--- src/hdl/memory_event_coalescer_unit_defines.svh ---
// ============================================================================
// memory_event_coalescer_unit_defines.svh
// Assertion macros for the coalescer top level. They expand to nothing
// when SYNTHESIS is defined.
// ============================================================================
`ifndef MEMORY_EVENT_COALESCER_UNIT_DEFINES_SVH
`define MEMORY_EVENT_COALESCER_UNIT_DEFINES_SVH

`ifndef SYNTHESIS

// Checks that the condition implies the consequence in the same cycle.
`define MEC_ASSERT_SAME(label, clk, rst_n, cond, conseq) \
    label: assert property (@(posedge clk) disable iff (!rst_n) \
        (cond) |-> (conseq)) else $error("coalescer check failed");

// Checks that the condition implies the consequence in the following cycle.
`define MEC_ASSERT_NEXT(label, clk, rst_n, cond, conseq) \
    label: assert property (@(posedge clk) disable iff (!rst_n) \
        (cond) |=> (conseq)) else $error("coalescer check failed");

`else

`define MEC_ASSERT_SAME(label, clk, rst_n, cond, conseq)
`define MEC_ASSERT_NEXT(label, clk, rst_n, cond, conseq)

`endif

`endif

--- src/hdl/mec_pkg.sv ---
// ============================================================================
// mec_pkg
// Types, codes and defaults shared by the memory event coalescer.
// ============================================================================
package mec_pkg;

    // Default number of pending entries.
    localparam int BUFFER_DEPTH_DEFAULT = 4;

    // Field widths fixed by the word formats.
    localparam int ADDR_W  = 64;
    localparam int SIZE_W  = 10;
    localparam int GUARD_W = 16;

    // Input command and event kind codes.
    localparam logic [1:0] KIND_FETCH  = 2'd0;
    localparam logic [1:0] KIND_READ   = 2'd1;
    localparam logic [1:0] KIND_WRITE  = 2'd2;
    localparam logic [1:0] KIND_MODIFY = 2'd3;
    localparam logic [1:0] CMD_FLUSH   = 2'd3;

    // One buffered event.
    typedef struct packed {
        logic [1:0]         kind;
        logic [ADDR_W-1:0]  addr;
        logic [SIZE_W-1:0]  size;
        logic               guard_valid;
        logic [GUARD_W-1:0] guard_id;
    } entry_t;

    // Controller states.
    typedef enum logic [1:0] {
        ST_IDLE,
        ST_READ,
        ST_SEND
    } ctrl_state_t;

    // Datapath operations issued by the controller.
    typedef enum logic [2:0] {
        OP_NONE,
        OP_APPEND,
        OP_MERGE,
        OP_DRAIN,
        OP_HOLD_DRAIN,
        OP_READ,
        OP_NEXT,
        OP_FINISH
    } dp_op_t;

    // Controller to datapath and handshake control.
    typedef struct packed {
        dp_op_t op;
        logic   in_ready;
        logic   out_valid;
    } ctrl_t;

    // Datapath status seen by the controller.
    typedef struct packed {
        logic is_flush;
        logic merge_hit;
        logic full;
        logic empty;
        logic last;
    } status_t;

endpackage

--- src/hdl/mec_access_if.sv ---
// ============================================================================
// mec_access_if
// Input channel: one access or flush command per word.
// ============================================================================
interface mec_access_if;

    logic                         valid;
    logic                         ready;
    logic [1:0]                   command;
    logic [mec_pkg::ADDR_W-1:0]   access_addr;
    logic [mec_pkg::SIZE_W-1:0]   access_size;
    logic                         guard_valid;
    logic [mec_pkg::GUARD_W-1:0]  guard_id;

    modport source (
        output valid, command, access_addr, access_size, guard_valid, guard_id,
        input  ready
    );

    modport sink (
        input  valid, command, access_addr, access_size, guard_valid, guard_id,
        output ready
    );

endinterface

--- src/hdl/mec_event_if.sv ---
// ============================================================================
// mec_event_if
// Output channel: one coalesced memory event per word.
// ============================================================================
interface mec_event_if;

    logic                         valid;
    logic                         ready;
    logic [1:0]                   event_kind;
    logic [mec_pkg::ADDR_W-1:0]   event_addr;
    logic [mec_pkg::SIZE_W-1:0]   event_size;
    logic                         event_guard_valid;
    logic [mec_pkg::GUARD_W-1:0]  event_guard_id;
    logic                         last_of_run;

    modport source (
        output valid, event_kind, event_addr, event_size, event_guard_valid,
               event_guard_id, last_of_run,
        input  ready
    );

    modport sink (
        input  valid, event_kind, event_addr, event_size, event_guard_valid,
               event_guard_id, last_of_run,
        output ready
    );

endinterface

--- src/hdl/mec_ctrl.sv ---
// ============================================================================
// mec_ctrl
// Controller of the coalescer: takes input words while idle and sequences
// the drain of the entry buffer, one registered read per output word.
// ============================================================================
module mec_ctrl (
    input  logic             clk,
    input  logic             rst_n,
    input  logic             in_valid,
    input  logic             out_ready,
    input  mec_pkg::status_t status,
    output mec_pkg::ctrl_t   ctrl
);

    mec_pkg::ctrl_state_t state_reg;
    mec_pkg::ctrl_state_t state_next;

    // State register.
    always_ff @(posedge clk or negedge rst_n)
    begin
        if (!rst_n)
        begin
            state_reg <= mec_pkg::ST_IDLE;
        end
        else
        begin
            state_reg <= state_next;
        end
    end

    // Next state.
    always_comb
    begin
        state_next = state_reg;
        unique case (state_reg)
            mec_pkg::ST_IDLE:
            begin
                if (in_valid)
                begin
                    priority if (status.is_flush)
                    begin
                        if (!status.empty)
                        begin
                            state_next = mec_pkg::ST_READ;
                        end
                    end
                    else if (!status.merge_hit && status.full)
                    begin
                        state_next = mec_pkg::ST_READ;
                    end
                    else
                    begin
                        state_next = mec_pkg::ST_IDLE;
                    end
                end
            end
            mec_pkg::ST_READ:
            begin
                state_next = mec_pkg::ST_SEND;
            end
            mec_pkg::ST_SEND:
            begin
                if (out_ready)
                begin
                    state_next = status.last ? mec_pkg::ST_IDLE : mec_pkg::ST_READ;
                end
            end
            default:
            begin
                state_next = mec_pkg::ST_IDLE;
            end
        endcase
    end

    // Outputs: handshake controls and the datapath operation.
    always_comb
    begin
        ctrl.op        = mec_pkg::OP_NONE;
        ctrl.in_ready  = 1'b0;
        ctrl.out_valid = 1'b0;
        unique case (state_reg)
            mec_pkg::ST_IDLE:
            begin
                ctrl.in_ready = 1'b1;
                if (in_valid)
                begin
                    priority if (status.is_flush)
                    begin
                        ctrl.op = status.empty ? mec_pkg::OP_NONE : mec_pkg::OP_DRAIN;
                    end
                    else if (status.merge_hit)
                    begin
                        ctrl.op = mec_pkg::OP_MERGE;
                    end
                    else if (status.full)
                    begin
                        ctrl.op = mec_pkg::OP_HOLD_DRAIN;
                    end
                    else
                    begin
                        ctrl.op = mec_pkg::OP_APPEND;
                    end
                end
            end
            mec_pkg::ST_READ:
            begin
                ctrl.op = mec_pkg::OP_READ;
            end
            mec_pkg::ST_SEND:
            begin
                ctrl.out_valid = 1'b1;
                if (out_ready)
                begin
                    ctrl.op = status.last ? mec_pkg::OP_FINISH : mec_pkg::OP_NEXT;
                end
            end
            default:
            begin
                ctrl.op = mec_pkg::OP_NONE;
            end
        endcase
    end

endmodule

--- src/hdl/mec_datapath.sv ---
// ============================================================================
// mec_datapath
// Entry memory, pending count, tail copy for merge checks, the held word of
// a full-buffer drain, and the registered read that feeds the output.
// ============================================================================
module mec_datapath #(
    parameter int BUFFER_DEPTH = mec_pkg::BUFFER_DEPTH_DEFAULT
) (
    input  logic                         clk,
    input  logic                         rst_n,
    input  mec_pkg::ctrl_t               ctrl,
    input  logic [1:0]                   command,
    input  logic [mec_pkg::ADDR_W-1:0]   access_addr,
    input  logic [mec_pkg::SIZE_W-1:0]   access_size,
    input  logic                         guard_valid,
    input  logic [mec_pkg::GUARD_W-1:0]  guard_id,
    output mec_pkg::status_t             status,
    output logic [1:0]                   event_kind,
    output logic [mec_pkg::ADDR_W-1:0]   event_addr,
    output logic [mec_pkg::SIZE_W-1:0]   event_size,
    output logic                         event_guard_valid,
    output logic [mec_pkg::GUARD_W-1:0]  event_guard_id,
    output logic                         last_of_run
);

    localparam int IDX_W = $clog2(BUFFER_DEPTH);
    localparam int CNT_W = $clog2(BUFFER_DEPTH + 1);

    mec_pkg::entry_t entry_mem [BUFFER_DEPTH];

    logic [CNT_W-1:0] count_reg;
    logic [CNT_W-1:0] count_next;
    logic [IDX_W-1:0] rd_idx_reg;
    logic [IDX_W-1:0] rd_idx_next;
    logic             hold_pend_reg;
    logic             hold_pend_next;
    mec_pkg::entry_t  hold_reg;
    mec_pkg::entry_t  tail_reg;
    mec_pkg::entry_t  rdata_reg;

    mec_pkg::entry_t  new_entry;
    mec_pkg::entry_t  merged_entry;
    logic             new_guarded;
    logic [CNT_W-1:0] tail_cnt;
    logic             mem_we;
    logic [IDX_W-1:0] mem_waddr;
    mec_pkg::entry_t  mem_wdata;

    // Incoming word as it would be stored; fetches never carry a guard.
    always_comb
    begin
        new_guarded           = guard_valid && (command != mec_pkg::KIND_FETCH);
        new_entry.kind        = command;
        new_entry.addr        = access_addr;
        new_entry.size        = access_size;
        new_entry.guard_valid = new_guarded;
        new_entry.guard_id    = new_guarded ? guard_id : '0;
        merged_entry          = tail_reg;
        merged_entry.kind     = mec_pkg::KIND_MODIFY;
    end

    // Status for the controller.
    assign tail_cnt         = count_reg - CNT_W'(1);
    assign status.is_flush  = (command == mec_pkg::CMD_FLUSH);
    assign status.empty     = (count_reg == '0);
    assign status.full      = (count_reg == CNT_W'(BUFFER_DEPTH));
    assign status.last      = ((CNT_W'(rd_idx_reg) + CNT_W'(1)) == count_reg);
    assign status.merge_hit = (command == mec_pkg::KIND_WRITE) && !guard_valid &&
                              (count_reg != '0) &&
                              (tail_reg.kind == mec_pkg::KIND_READ) &&
                              !tail_reg.guard_valid &&
                              (tail_reg.size == access_size) &&
                              (tail_reg.addr == access_addr);

    // Memory write port selection.
    always_comb
    begin
        mem_we    = 1'b0;
        mem_waddr = count_reg[IDX_W-1:0];
        mem_wdata = new_entry;
        unique case (ctrl.op)
            mec_pkg::OP_APPEND:
            begin
                mem_we = 1'b1;
            end
            mec_pkg::OP_MERGE:
            begin
                mem_we    = 1'b1;
                mem_waddr = tail_cnt[IDX_W-1:0];
                mem_wdata = merged_entry;
            end
            mec_pkg::OP_FINISH:
            begin
                mem_we    = hold_pend_reg;
                mem_waddr = '0;
                mem_wdata = hold_reg;
            end
            default:
            begin
                mem_we = 1'b0;
            end
        endcase
    end

    // Next values of the control registers.
    always_comb
    begin
        count_next     = count_reg;
        rd_idx_next    = rd_idx_reg;
        hold_pend_next = hold_pend_reg;
        unique case (ctrl.op)
            mec_pkg::OP_APPEND:
            begin
                count_next = count_reg + CNT_W'(1);
            end
            mec_pkg::OP_DRAIN:
            begin
                rd_idx_next = '0;
            end
            mec_pkg::OP_HOLD_DRAIN:
            begin
                rd_idx_next    = '0;
                hold_pend_next = 1'b1;
            end
            mec_pkg::OP_NEXT:
            begin
                rd_idx_next = rd_idx_reg + IDX_W'(1);
            end
            mec_pkg::OP_FINISH:
            begin
                count_next     = hold_pend_reg ? CNT_W'(1) : '0;
                hold_pend_next = 1'b0;
            end
            default:
            begin
                count_next = count_reg;
            end
        endcase
    end

    // Control registers.
    always_ff @(posedge clk or negedge rst_n)
    begin
        if (!rst_n)
        begin
            count_reg     <= '0;
            rd_idx_reg    <= '0;
            hold_pend_reg <= 1'b0;
        end
        else
        begin
            count_reg     <= count_next;
            rd_idx_reg    <= rd_idx_next;
            hold_pend_reg <= hold_pend_next;
        end
    end

    // Held word and tail copy.
    always_ff @(posedge clk)
    begin
        if (ctrl.op == mec_pkg::OP_HOLD_DRAIN)
        begin
            hold_reg <= new_entry;
        end
        if (ctrl.op == mec_pkg::OP_APPEND)
        begin
            tail_reg <= new_entry;
        end
        else if (ctrl.op == mec_pkg::OP_MERGE)
        begin
            tail_reg <= merged_entry;
        end
        else if (ctrl.op == mec_pkg::OP_FINISH && hold_pend_reg)
        begin
            tail_reg <= hold_reg;
        end
    end

    // Entry memory with one write port and one registered read port.
    always_ff @(posedge clk)
    begin
        if (mem_we)
        begin
            entry_mem[mem_waddr] <= mem_wdata;
        end
        if (ctrl.op == mec_pkg::OP_READ)
        begin
            rdata_reg <= entry_mem[rd_idx_reg];
        end
    end

    // Output word straight from the read register.
    assign event_kind        = rdata_reg.kind;
    assign event_addr        = rdata_reg.addr;
    assign event_size        = rdata_reg.size;
    assign event_guard_valid = rdata_reg.guard_valid;
    assign event_guard_id    = rdata_reg.guard_id;
    assign last_of_run       = status.last;

endmodule

--- src/hdl/memory_event_coalescer_unit.sv ---
// ============================================================================
// memory_event_coalescer_unit: an absorbed or merged access is taken without leaving idle.
// A flush or a full buffer drains word by word via the single registered read
// port of the entry memory; no input is taken meanwhile.
// rst_n clears the pending count and the controller at once.
// ============================================================================
`include "memory_event_coalescer_unit_defines.svh"

module memory_event_coalescer_unit #(
    parameter int BUFFER_DEPTH = mec_pkg::BUFFER_DEPTH_DEFAULT
) (
    input  logic              clk,
    input  logic              rst_n,
    mec_access_if.sink        access,
    mec_event_if.source       events
);

    mec_pkg::ctrl_t   ctrl;
    mec_pkg::status_t status;

    // Controller.
    mec_ctrl u_ctrl (
        .clk       (clk),
        .rst_n     (rst_n),
        .in_valid  (access.valid),
        .out_ready (events.ready),
        .status    (status),
        .ctrl      (ctrl)
    );

    // Datapath.
    mec_datapath #(
        .BUFFER_DEPTH (BUFFER_DEPTH)
    ) u_datapath (
        .clk               (clk),
        .rst_n             (rst_n),
        .ctrl              (ctrl),
        .command           (access.command),
        .access_addr       (access.access_addr),
        .access_size       (access.access_size),
        .guard_valid       (access.guard_valid),
        .guard_id          (access.guard_id),
        .status            (status),
        .event_kind        (events.event_kind),
        .event_addr        (events.event_addr),
        .event_size        (events.event_size),
        .event_guard_valid (events.event_guard_valid),
        .event_guard_id    (events.event_guard_id),
        .last_of_run       (events.last_of_run)
    );

    // Handshake controls.
    assign access.ready = ctrl.in_ready;
    assign events.valid = ctrl.out_valid;

    // The block never takes input while it is presenting an output word.
    `MEC_ASSERT_SAME(a_no_overlap, clk, rst_n, access.ready, !events.valid)
    // The last word of a run returns the block to idle.
    `MEC_ASSERT_NEXT(a_last_ends_run, clk, rst_n, events.valid && events.ready && events.last_of_run, !events.valid && access.ready)
    // A flush of a non-empty buffer stops input on the next cycle.
    `MEC_ASSERT_NEXT(a_flush_drains, clk, rst_n, access.valid && access.ready && status.is_flush && !status.empty, !access.ready)

endmodule

--- src/flat_wrapper.sv ---
// flat-port wrapper written by rule: the top's interface ports become plain ports
module memory_event_coalescer_unit_flat 
#(
    parameter int BUFFER_DEPTH = mec_pkg::BUFFER_DEPTH_DEFAULT
)
  (clk, rst_n, access_valid, access_command, access_access_addr, access_access_size, access_guard_valid, access_guard_id, access_ready, events_valid, events_event_kind, events_event_addr, events_event_size, events_event_guard_valid, events_event_guard_id, events_last_of_run, events_ready);
  mec_access_if access_i ();
  mec_event_if events_i ();
  input  logic clk;
  input  logic rst_n;
  input wire logic [$bits(access_i.valid)-1:0] access_valid;
  input wire logic [$bits(access_i.command)-1:0] access_command;
  input wire logic [$bits(access_i.access_addr)-1:0] access_access_addr;
  input wire logic [$bits(access_i.access_size)-1:0] access_access_size;
  input wire logic [$bits(access_i.guard_valid)-1:0] access_guard_valid;
  input wire logic [$bits(access_i.guard_id)-1:0] access_guard_id;
  output wire logic [$bits(access_i.ready)-1:0] access_ready;
  output wire logic [$bits(events_i.valid)-1:0] events_valid;
  output wire logic [$bits(events_i.event_kind)-1:0] events_event_kind;
  output wire logic [$bits(events_i.event_addr)-1:0] events_event_addr;
  output wire logic [$bits(events_i.event_size)-1:0] events_event_size;
  output wire logic [$bits(events_i.event_guard_valid)-1:0] events_event_guard_valid;
  output wire logic [$bits(events_i.event_guard_id)-1:0] events_event_guard_id;
  output wire logic [$bits(events_i.last_of_run)-1:0] events_last_of_run;
  input wire logic [$bits(events_i.ready)-1:0] events_ready;
  assign access_i.valid = access_valid;
  assign access_i.command = access_command;
  assign access_i.access_addr = access_access_addr;
  assign access_i.access_size = access_access_size;
  assign access_i.guard_valid = access_guard_valid;
  assign access_i.guard_id = access_guard_id;
  assign access_ready = access_i.ready;
  assign events_valid = events_i.valid;
  assign events_event_kind = events_i.event_kind;
  assign events_event_addr = events_i.event_addr;
  assign events_event_size = events_i.event_size;
  assign events_event_guard_valid = events_i.event_guard_valid;
  assign events_event_guard_id = events_i.event_guard_id;
  assign events_last_of_run = events_i.last_of_run;
  assign events_i.ready = events_ready;
  memory_event_coalescer_unit #(.BUFFER_DEPTH(BUFFER_DEPTH)) u_core (.clk(clk), .rst_n(rst_n), .access(access_i), .events(events_i));
endmodule
--- config.mk ---
export PLATFORM = sky130hd
export DESIGN_NAME = memory_event_coalescer_unit_flat
export DESIGN_NICKNAME = d
export VERILOG_FILES = /design/src/hdl/mec_pkg.sv /design/src/hdl/mec_access_if.sv /design/src/hdl/mec_event_if.sv /design/src/hdl/mec_ctrl.sv /design/src/hdl/mec_datapath.sv /design/src/hdl/memory_event_coalescer_unit.sv /design/src/flat_wrapper.sv
export VERILOG_INCLUDE_DIRS = /design/src /design/src/hdl
export SDC_FILE = /design/constraint.sdc
export NUM_CORES = 1
export LEC_CHECK = 0
export BUFFER_PORTS_ARGS = -buffer_cell sky130_fd_sc_hd__buf_2
export CORE_MARGIN = 10
export CORE_UTILIZATION = 40
export DETAILED_ROUTE_END_ITERATION = 16
export GPL_TIMING_DRIVEN = 0
export SYNTH_ARGS = -nofsm -noshare
export SYNTH_HDL_FRONTEND = slang
export SYNTH_SLANG_ARGS = --single-unit
--- constraint.sdc ---
create_clock -name clk -period 10.25 [get_ports clk]
set_input_delay 1.025 -clock clk [delete_from_list [all_inputs] [get_ports clk]]
set_output_delay 1.025 -clock clk [all_outputs]
set_load 0.05 [all_outputs]
* Yosys cells after proc, flatten, opt, wreduce, memory -nomap -nowiden
Memories as Yosys holds them, arrays and structs flattened. A register that Yosys moved wholly into a read port is not among the register bits. Index checks and enable logic that the tools add are counted.
Word-level totals: bits in registers 194, memory bits (writable) 372, bits of input ports 97, output and inout port bits 96, word-level logic and storage cells 94, memories kept 1
Memory list:
- u_core.u_datapath.entry_mem | depth 4, bits a word 93, rd ports 1, clocked after memory_dff 1, wr ports 1, RTL line mec_datapath.sv:29 | mec_pkg::entry_t entry_mem [BUFFER_DEPTH];
Operators by class: add/sub/neg operators 4, eq/ne operators 20, multiplexer cells 30, reductions and logical operators 25
Operator list (count):
- two-way mux 93 bit | 3
- one-hot mux 93 bit (2 select lines) | 1
- equality test 64 bit | 1
- two-way mux 16 bit | 1
- equality test 3 bit (second input constant) | 5
- two-way mux 3 bit | 5
- equality test 10 bit | 1
- two-way mux 2 bit | 5
- nonzero test 2 bit | 5
- logical AND 1 bit | 9
- one-hot mux 3 bit (3 select lines) | 1
- two-way mux 1 bit | 8
- one-hot mux 2 bit (2 select lines) | 2
- equality test 2 bit (second input constant) | 3
- equality test 3 x 2 -> 1 bit (second input constant) | 2
- != test 2 bit (second input constant) | 3
- one-hot mux 2 bit (3 select lines) | 1
- one-hot mux 3 bit (2 select lines) | 1
- nonzero test 3 bit | 2
- equality test 2 x 1 -> 1 bit (second input constant) | 2
- one-hot mux 1 bit (2 select lines) | 2
- OR reduction 2 bit | 2
- adder 2 x 1 -> 3 bit (second input constant) | 1
- adder 3 x 1 -> 3 bit (second input constant) | 1
- other kinds (10) | 12

* Depth between registers and ports, before layout
Gate-level depths: netlist of run 1.
depth in word-level cells 16, mapped depth 12, gate-level depth less buffers 9

* By module
A second synthesis of run 1 with hierarchy kept.
Second synthesis, totals: cells, all modules 1411, area, all modules 25854.8 sq um
Modules (own cells, without submodules):
- mec_datapath | instances 1, cells each 1386, area an instance 25682.1 sq um, sequential area each 19698.9 sq um
- mec_ctrl | instances 1, cells each 25, area an instance 172.7 sq um, sequential area each 50.0 sq um

* Worst setup path after synthesis of run 1
No wires, ideal clock.
kind register -> register, from register u_core.u_ctrl.state_reg[1], to memory u_core.u_datapath.entry_mem[2][0] in the netlist's numbering (enable), library setup time 0.673 ns, data arrival time 8.429 ns, required time 9.577 ns, path slack 1.148 ns, stages on the path, launching flop included 6, path buffers 0, clock period less this slack 9.102 ns, cell sequence dfrtp_1 -> nor2_1 -> nand3_1 -> a21oi_1 -> nand3_1 -> o21ai_0
On the way: cells in the longest elaborated chain, start to end 7, elaborated cells on any way between the ends 12, those cells by class 5 x eq/ne; 5 x mux; 2 x reduce/logical
RTL lines:
- from (decl) | RTL line mec_ctrl.sv:15 | mec_pkg::ctrl_state_t state_reg;
- from (signal assigned) | RTL line mec_ctrl.sv:23 | state_reg <= mec_pkg::ST_IDLE;
- from (signal assigned) | RTL line mec_ctrl.sv:27 | state_reg <= state_next;
- equality test 2 bit (tied with other cells) | RTL line mec_ctrl.sv:81 | unique case (state_reg)
- one-hot mux 3 bit (3 select lines) * | RTL line mec_ctrl.sv:81
- equality test 3 x 1 -> 1 bit / equality test 3 x 2 -> 1 bit (equally long branches) | RTL line mec_datapath.sv:81 | unique case (ctrl.op)
- OR reduction 2 bit (no line)
- one-hot mux 1 bit (2 select lines) | RTL line mec_datapath.sv:81
- two-way mux 1 bit | RTL line mec_datapath.sv:182 | if (mem_we)
- two-way mux 1 bit (implied by the code) | RTL line mec_datapath.sv:184 | entry_mem[mem_waddr] <= mem_wdata;
- to (decl) | RTL line mec_datapath.sv:29
Mark *: on every way between the ends. The rest lies on a longest branch, timed or not.

* Worst setup path after layout of run 1
from register u_core.u_datapath.rd_idx_reg[0], to memory u_core.u_datapath.entry_mem[0][61] in the netlist's numbering (enable)
On the way: cells in the longest elaborated chain, start to end 10, elaborated cells on any way between the ends 13, those cells by class 1 x add/sub; 4 x eq/ne; 7 x mux; 1 x reduce/logical
RTL lines:
- from (decl) | RTL line mec_datapath.sv:33 | logic [IDX_W-1:0] rd_idx_reg;
- from (signal assigned) | RTL line mec_datapath.sv:153 | rd_idx_reg <= rd_idx_next;
- adder 2 x 1 -> 3 bit * | RTL line mec_datapath.sv:67 | assign status.last = ((CNT_W'(rd_idx_reg) + CNT_W'(1)) == count_reg);
- equality test 3 bit * | RTL line mec_datapath.sv:67
- two-way mux 1 bit * | RTL line mec_ctrl.sv:114 | ctrl.op = status.last ? mec_pkg::OP_FINISH : mec_pkg::OP_NEXT;
- two-way mux 3 bit * | RTL line mec_ctrl.sv:112 | if (out_ready)
- one-hot mux 3 bit (3 select lines) * | RTL line mec_ctrl.sv:81
- equality test 3 x 1 -> 1 bit / equality test 3 x 2 -> 1 bit (equally long branches) | RTL line mec_datapath.sv:81
- OR reduction 2 bit (no line)
- one-hot mux 1 bit (2 select lines) | RTL line mec_datapath.sv:81
- two-way mux 1 bit | RTL line mec_datapath.sv:182
- two-way mux 1 bit (implied by the code) | RTL line mec_datapath.sv:184
Marks and branches as above.

==> implementation parameters, run 1 <==
Parameter                              Value

Floorplan
  Starting Density ... approximately two fifths
  Number of rows created at floorplan ... 93
  Top-level port count ... 193
  Die W ... around 280 µm
  Core footprint ... 64,800 µm²
  Die area ... 76,400 µm²
  Chip height ... 276 µm

Worst setup path
  Slowest stage cell, crit path ... sky130_fd_sc_hd__clkbuf_1
  Crit path capture type ... register
  Max FO, Critical Path ... 53
  Delay of the slowest cell on the worst path ... 0.82 ns
  Nature of the critical path startpoint ... register
  CP Class ... register to register
  Data arrival at the endpoint of the critical path ... 5.14 ns
  Number of cells on the worst reg-to-reg path ... 9
  CP Cell Sequence ... clkbuf_1 > xnor2_1 > nor3_1 > and3_1 > clkbuf_1 > clkbuf_1 > a21o_1 > a32o_4 > buf_16
  Most used cell along the critical path ... sky130_fd_sc_hd__clkbuf_1
  Required arrival time at the worst endpoint ... 10.52 ns

STA
  Final WS setup ... 5.37 ns
  Total of endpoints with negative setup slack in the final report ... 0
  Maximum frequency from static timing analysis ... about 0.21 GHz
  Share of the clock period used by the worst path ... 47.6%
  Number of failing hold endpoints at the final stage ... 0
  Normalized max-slew margin ... a little under a tenth
  Max-slew violation count ... 0
  Fin Clk Skew ... between 0.04 and 0.05 ns
  Setup repair after global routing missed its margin ... false
  Final Critical Period ... 4.88 ns
  Least-Margin Pin Slew ... 1.36 ns
  Sum Neg Setup Slack ... 0 ns
  Hold Slack ... around 0.26 ns

Detailed routing
  Via density per instance ... about 5.5
  Vias ... 14,640
  Final wirelength ... 70,700 µm
  1st-iter DRT viols ... around 1,500
  Routed wire per std cell ... around 27 µm
  Total DRC errors in the routed layout ... 0
  Antenna violation net count after detailed routing ... 0
  Number of iterations in the first detailed-routing pass ... 6

Run status
  Status ... finished clean

Run
  Number of max-cap violations ... 0

Final layout
  Commonest cells after routing, fill and taps aside ... sky130_fd_sc_hd__edfxtp_1 (651), sky130_fd_sc_hd__buf_2 (208), sky130_fd_sc_hd__inv_1 (98), sky130_fd_sc_hd__a22oi_1 (94), sky130_fd_sc_hd__mux4_2 (93)
  Final standard cell utilization of the core ... 47.9%
  Area growth, synth to finish ... 18.1%
  Commonest non-fill, non-tap cell in the layout ... sky130_fd_sc_hd__edfxtp_1
  Final net count ... 1,827
  Number of flip-flops under the largest register name ... 372
  Fraction of layout cells with a size suffix above 1 ... 27.0%
  Filler cell count ... around 5,500

Global routing
  Via count of the first global-routing pass ... 14,800
  GRT Util Overall ... 18.1%
  Global-route wire length before repair ... 103,000 µm
  Initial antenna violation count ... 33
  Pin count of the biggest net entering global routing ... 58
  Aggregate global routing overflow ... 0

Clock network
  TritonCTS clock tree ... built
  TritonCTS Buffers ... 70
  Resize count post-CTS ... 0
  H-tree depth ... 3
  Clock insertion delay at the later pin of the skew report ... roughly 0.63 ns
  Cts-stage hold buffer count ... 0
  Clock transition at the register clock pins on the worst setup and hold paths after CTS ... 0.06 ns
  Largest buffer count on any clock path ... 3
  Clock Sinks ... 659
  CTS root buffer ... sky130_fd_sc_hd__clkbuf_16
  Number of setup buffers added after CTS ... 0

Placement
  Detailed-placement wirelength estimate ... 49,400 µm
  Pre-CTS setup slack ... 5.13 ns
  Number of buffers added on ports ... 192
  Final weighted congestion in routability-driven placement ... between 0.9 and 1

Synth
  Post-Synthesis Cell Area ... 26,300 µm²
  Commonest register cell after synthesis ... sky130_fd_sc_hd__edfxtp_1
  Proportion of synthesized flip-flops having asynchronous set or reset ... roughly 1.2%
  Ys Warns ... 0
  Synthesized netlist cell count ... 1,435
  Number of enable-type register cells in the synthesized netlist ... 651
  Part of the Yosys area used for sequential elements ... 75.1%
  Yosys cell types ... 53
  Synth Net Count ... 1,535
  #FFs+latches synth ... 659
  Mapped Avg Cell Area ... 18.3 µm²

Power and ir drop
  Power density normalized to cell area ... 278 nW/µm²
  Cell leakage power ... 10.7 nW
  Worst IR drop on VDD ... 150 µV

Hold path
  Type of the tightest min-delay check ... input port to asynchronous set/reset pin
-- area by class of cell --
cell class	instances	area [µm²]	share of cell area [%]
plain buffers	77	408	1.31
clock inverters	34	289	0.930
multi-input cells	600	5850	18.8
repair buffers	220	1450	4.67
inverters	99	372	1.20
well taps	855	1070	3.44
flip-flops and latches	659	19700	63.5
diodes	8	20.0	0.0644
clock buffers	90	1870	6.01
-- worst paths after layout --
path                                                           endpoint  slack [ns]                                        start
min in group clk            u_core.u_datapath.hold_pend_reg$_DFFE_PN0P_        0.51  u_core.u_datapath.hold_pend_reg$_DFFE_PN0P_
setup reg to reg           u_core.u_datapath.entry_mem[0][61]$_DFFE_PP_        5.37  u_core.u_datapath.rd_idx_reg[0]$_DFFE_PN0P_
setup / recovery           u_core.u_datapath.entry_mem[0][61]$_DFFE_PP_        5.37  u_core.u_datapath.rd_idx_reg[0]$_DFFE_PN0P_
hold / removal                   u_core.u_ctrl.state_reg[0]$_DFFE_PN0P_        0.26                                        rst_n
max in group asynchronous   u_core.u_datapath.hold_pend_reg$_DFFE_PN0P_        9.78                                        rst_n
hold reg to reg             u_core.u_datapath.hold_pend_reg$_DFFE_PN0P_        0.51  u_core.u_datapath.hold_pend_reg$_DFFE_PN0P_
-- kinds of logic after synthesis --
family	synth area share (%)
buffers and inverters	2.96
adders and majority gates	0.143
and+or+nand+nor	3.11
AOI/OAI and AO/OA	8.73
muxes	8.04
DFF	75.1
xor gates and xnor gates	1.96
-- critical path: cells and delay by family (launching register included) --
family	cells	cell delay [ns]
flip-flops	1	0.36
buffers and inverters	4	2.10
AND/OR/NAND/NOR	2	1.02
XOR/XNOR	1	0.17
AO/OA/AOI/OAI	2	0.77
-- per-stage QoR --
step	instance area, µm²	power, mW	cells
finish	31100	8.64	2642
global route	31100	9.01	2635
CTS	31100	8.74	2634
detailed placement	28900	6.29	2510
global placement	28300	6.32	2482
floorplan	26300	5.52	1435
-- report_power, final --
| part | switching (mW) | internal, mW |
|---|---|---|
| Combinational | 1.58 | 0.785 |
| Clock | 1.04 | 1.39 |
| Sequential | 0.171 | 3.68 |
-- cell usage after synthesis (all sizes together) (3+ instances only) --
library cell / number / area, µm²
a2111oi: 7 / 61.3
nand2b: 6 / 40.0
inv: 99 / 372
nor4: 29 / 188
nand4: 8 / 50.1
dfrtp: 8 / 200
nor3: 4 / 20.0
a21o: 4 / 30.0
a22oi: 94 / 706
nor2: 6 / 22.5
mux4: 93 / 2090
o21ai: 95 / 611
nand3: 10 / 50.1
edfxtp: 651 / 19500
xnor2: 8 / 70.1
nor2b: 32 / 200
or4: 3 / 22.5
nand2: 26 / 97.6
a22o: 91 / 797
buf: 42 / 277
a21oi: 3 / 15.0
xor2: 51 / 447
or3: 3 / 23.8
ha: 3 / 37.5
clkbuf: 35 / 131
-- metal layers --
layer	part of all wire (%)	wire length (µm)	vias up	track usage (%)
met3	8.3	5880	154	4.96
met4	3.1	2160	32	6.36
li1	-	-	6388	-
met1	41	29100	7476	23.8
met2	47	33400	590	28.6
met5	0.26	185	-	0
No activity file was read; power rests on OpenSTA's default activity.
==> inputs of run 2 (changes only) <==
clock period = 4.05 ns   (was 10.25 ns; I/O delays follow)
==> implementation parameters, run 2 (synthesis results as in run 1) <==
Parameter                              Value

Run status
  Status ... finished clean

Final layout
  Post-Layout Cell Count ... 2,692 (+1.9%)
  Final net count ... 1,886 (+3.2%)
  Fraction of layout cells with a size suffix above 1 ... 27.7% (+0.66 points)
  Commonest cells after routing, fill and taps aside ... sky130_fd_sc_hd__edfxtp_1 (651), sky130_fd_sc_hd__buf_2 (207), sky130_fd_sc_hd__inv_1 (98), sky130_fd_sc_hd__a22oi_1 (94), sky130_fd_sc_hd__mux4_2 (93)
  Final standard cell utilization of the core ... 48.9% (+0.97 points)
  Area growth, synth to finish ... 20.5%
  Number of flip-flops under the largest register name ... 372 (unchanged)
  Commonest non-fill, non-tap cell in the layout ... sky130_fd_sc_hd__edfxtp_1
  Design Area, Final ... 31,700 µm² (+2.0%)

Clock network
  Clock Sinks ... 659 (unchanged)
  H-tree depth ... 3 (unchanged)
  Largest buffer count on any clock path ... 3 (unchanged)
  CTS root buffer ... sky130_fd_sc_hd__clkbuf_16
  Clock transition at the register clock pins on the worst setup and hold paths after CTS ... 0.06 ns (about the same)
  TritonCTS clock tree ... built
  Clock insertion delay at the later pin of the skew report ... 0.62 ns (about the same)
  TritonCTS Buffers ... 69 (-1.4%)

Detailed routing
  Number of iterations in the first detailed-routing pass ... 7 (+1)
  Final wirelength ... 71,900 µm (+1.7%)
  Routed wire per std cell ... 26.7 µm (-0.22%)
  Antenna violation net count after detailed routing ... 0 (unchanged)
  1st-iter DRT viols ... 1,443 (-4.0%)
  Vias ... 15,029 (+2.7%)
  Via density per instance ... 5.58 (+0.75%)
  Total DRC errors in the routed layout ... 0 (unchanged)

STA
  Maximum frequency from static timing analysis ... 0.251 GHz (+22%)
  Final Critical Period ... 3.99 ns (-0.890 ns)
  Max-slew violation count ... 0 (unchanged)
  Least-Margin Pin Slew ... 1.29 ns (-0.0724 ns)
  Normalized max-slew margin ... 14.3% (+4.8 points)
  Fin Clk Skew ... 0.0309 ns (-0.0103 ns)
  Share of the clock period used by the worst path ... 98.4% (+51 points)
  Sum Neg Setup Slack ... 0 ns (unchanged)
  Final WS setup ... 0.0631 ns (-5.31 ns)
  Total of endpoints with negative setup slack in the final report ... 0 (unchanged)
  Number of failing hold endpoints at the final stage ... 0 (unchanged)

Worst setup path
  Slowest stage cell, crit path ... sky130_fd_sc_hd__clkbuf_2
  Crit path from ... u_core.u_datapath.rd_idx_reg[0]$_DFFE_PN0P_
  Nature of the critical path startpoint ... register
  CP Cell Sequence ... ha_1 > xor2_1 > nor3_2 > and3_1 > clkbuf_1 > clkbuf_2 > a21o_1 > a32o_4 > buf_16
  Max FO, Critical Path ... 49 (-7.5%)
  CP Class ... register to register
  Crit path capture type ... register
  Delay of the slowest cell on the worst path ... 0.45 ns (-0.37 ns)
  Required arrival time at the worst endpoint ... 4.33 ns (-6.19 ns)
  Data arrival at the endpoint of the critical path ... 4.26 ns (-0.88 ns)
  Critical path's top delay family ... buffers and inverters
  Worst path bufs/invs ... 3 (-1)
  Worst flop-to-flop path startpoint ... u_core.u_datapath.rd_idx_reg[0]$_DFFE_PN0P_

Global routing
  Global-route wire length before repair ... 105,000 µm (+2.4%)
  GRT Util Overall ... 18.4% (+0.28 points)
  Aggregate global routing overflow ... 0 (unchanged)
  Pin count of the biggest net entering global routing ... 50 (-14%)
  Initial antenna violation count ... 15 (-55%)
  Via count of the first global-routing pass ... 15,319 (+3.5%)

Placement
  Detailed-placement wirelength estimate ... 48,700 µm (-1.3%)
  Final weighted congestion in routability-driven placement ... 0.927 (+2.9%)
  Pre-CTS setup slack ... -0.555 ns (-5.69 ns)
  Post-Place Cells ... 2,505 (-0.20%)
  Number of buffers added on ports ... 192 (unchanged)
  Cell area after placement ... 28,900 µm² (about the same)

Floorplan
  Chip height ... 276 µm (unchanged)
  Number of rows created at floorplan ... 93 (unchanged)
  Starting Density ... 40.6% (unchanged)
  Die area ... 76,400 µm² (unchanged)
  Die W ... 276 µm (unchanged)
  Top-level port count ... 193 (unchanged)
  Core footprint ... 64,800 µm² (unchanged)

Hold path
  Type of the tightest min-delay check ... input port to register
  Worst hold start ... access_access_addr[53]

Run
  Number of max-cap violations ... 0 (unchanged)

Power and ir drop
  Worst IR drop on VDD ... 525 µV (+250%)
  Cell leakage power ... 11.0 nW (+2.7%)
  Power density normalized to cell area ... 694 nW/µm² (+150%)
[run 2: final timing paths]
| check | end | slack, ns | cells past startpoint |
|---|---|---|---|
| worst max-delay path | u_core.u_datapath.entry_mem[0][54]$_DFFE_PP_ | 0.06 | 9 |
| worst min-delay path | u_core.u_datapath.hold_reg[80]$_DFFE_PN_ | 0.03 | 1 |
| worst max register to register | u_core.u_datapath.entry_mem[0][54]$_DFFE_PP_ | 0.06 | 9 |
| worst min register to register | u_core.u_datapath.hold_pend_reg$_DFFE_PN0P_ | 0.51 | 1 |
| max in group asynchronous | u_core.u_datapath.count_reg[0]$_DFFE_PN0P_ | 3.64 | 2 |
| min in group asynchronous | u_core.u_datapath.count_reg[2]$_DFFE_PN0P_ | 0.18 | 2 |
[run 2: per-layer routing]
| metal | track usage (%) | up-vias | share of wire [%] |
|---|---|---|---|
| met4 | 5.79 | 20 | 2.6 |
| li1 | - | 6530 | - |
| met1 | 24.4 | 7714 | 41 |
| met3 | 4.71 | 131 | 8.6 |
| met2 | 29.2 | 634 | 48 |
| met5 | 0 | - | 0.17 |
[run 2: repair_timing]
item,CTS,global route
endpoints found under the hold margin,56,0
setup buffers,6,7
pin swaps,1,1
hold buffers,49,0
cloned,3,0
setup endpoints to repair,245,193
resized for setup,5,4
[run 2: final cells by class]
| class | instances | area [µm²] |
|---|---|---|
| Fill cell | 5416 | 33100 |
| Sequential cell | 659 | 19800 |
| Multi-Input combinational cell | 603 | 5910 |
| Timing Repair Buffer | 277 | 2040 |
| Clock buffer | 82 | 1800 |
| Tap cell | 855 | 1070 |
| Buffer | 77 | 417 |
| Inverter | 99 | 372 |
| Clock inverter | 37 | 342 |
| Antenna cell | 3 | 7.51 |
[run 2: power by group]
part	internal [mW]	switching [mW]	leakage, nW
Combinational	2.05	4.11	3.93
Clock	3.50	2.61	1.05
Sequential	9.31	0.430	6.05
Total	14.9	7.15	11.0
[run 2: per-stage QoR]
| stage | hold slack [ns] | power, mW |
|---|---|---|
| CTS | 0.000508 | 22.2 |
| global placement | 0.279 | 15.7 |
| finish | 0.0333 | 22.0 |
| detailed placement | 0.284 | 15.9 |
| global route | 0.0217 | 22.9 |
| floorplan | 0.109 | 13.9 |
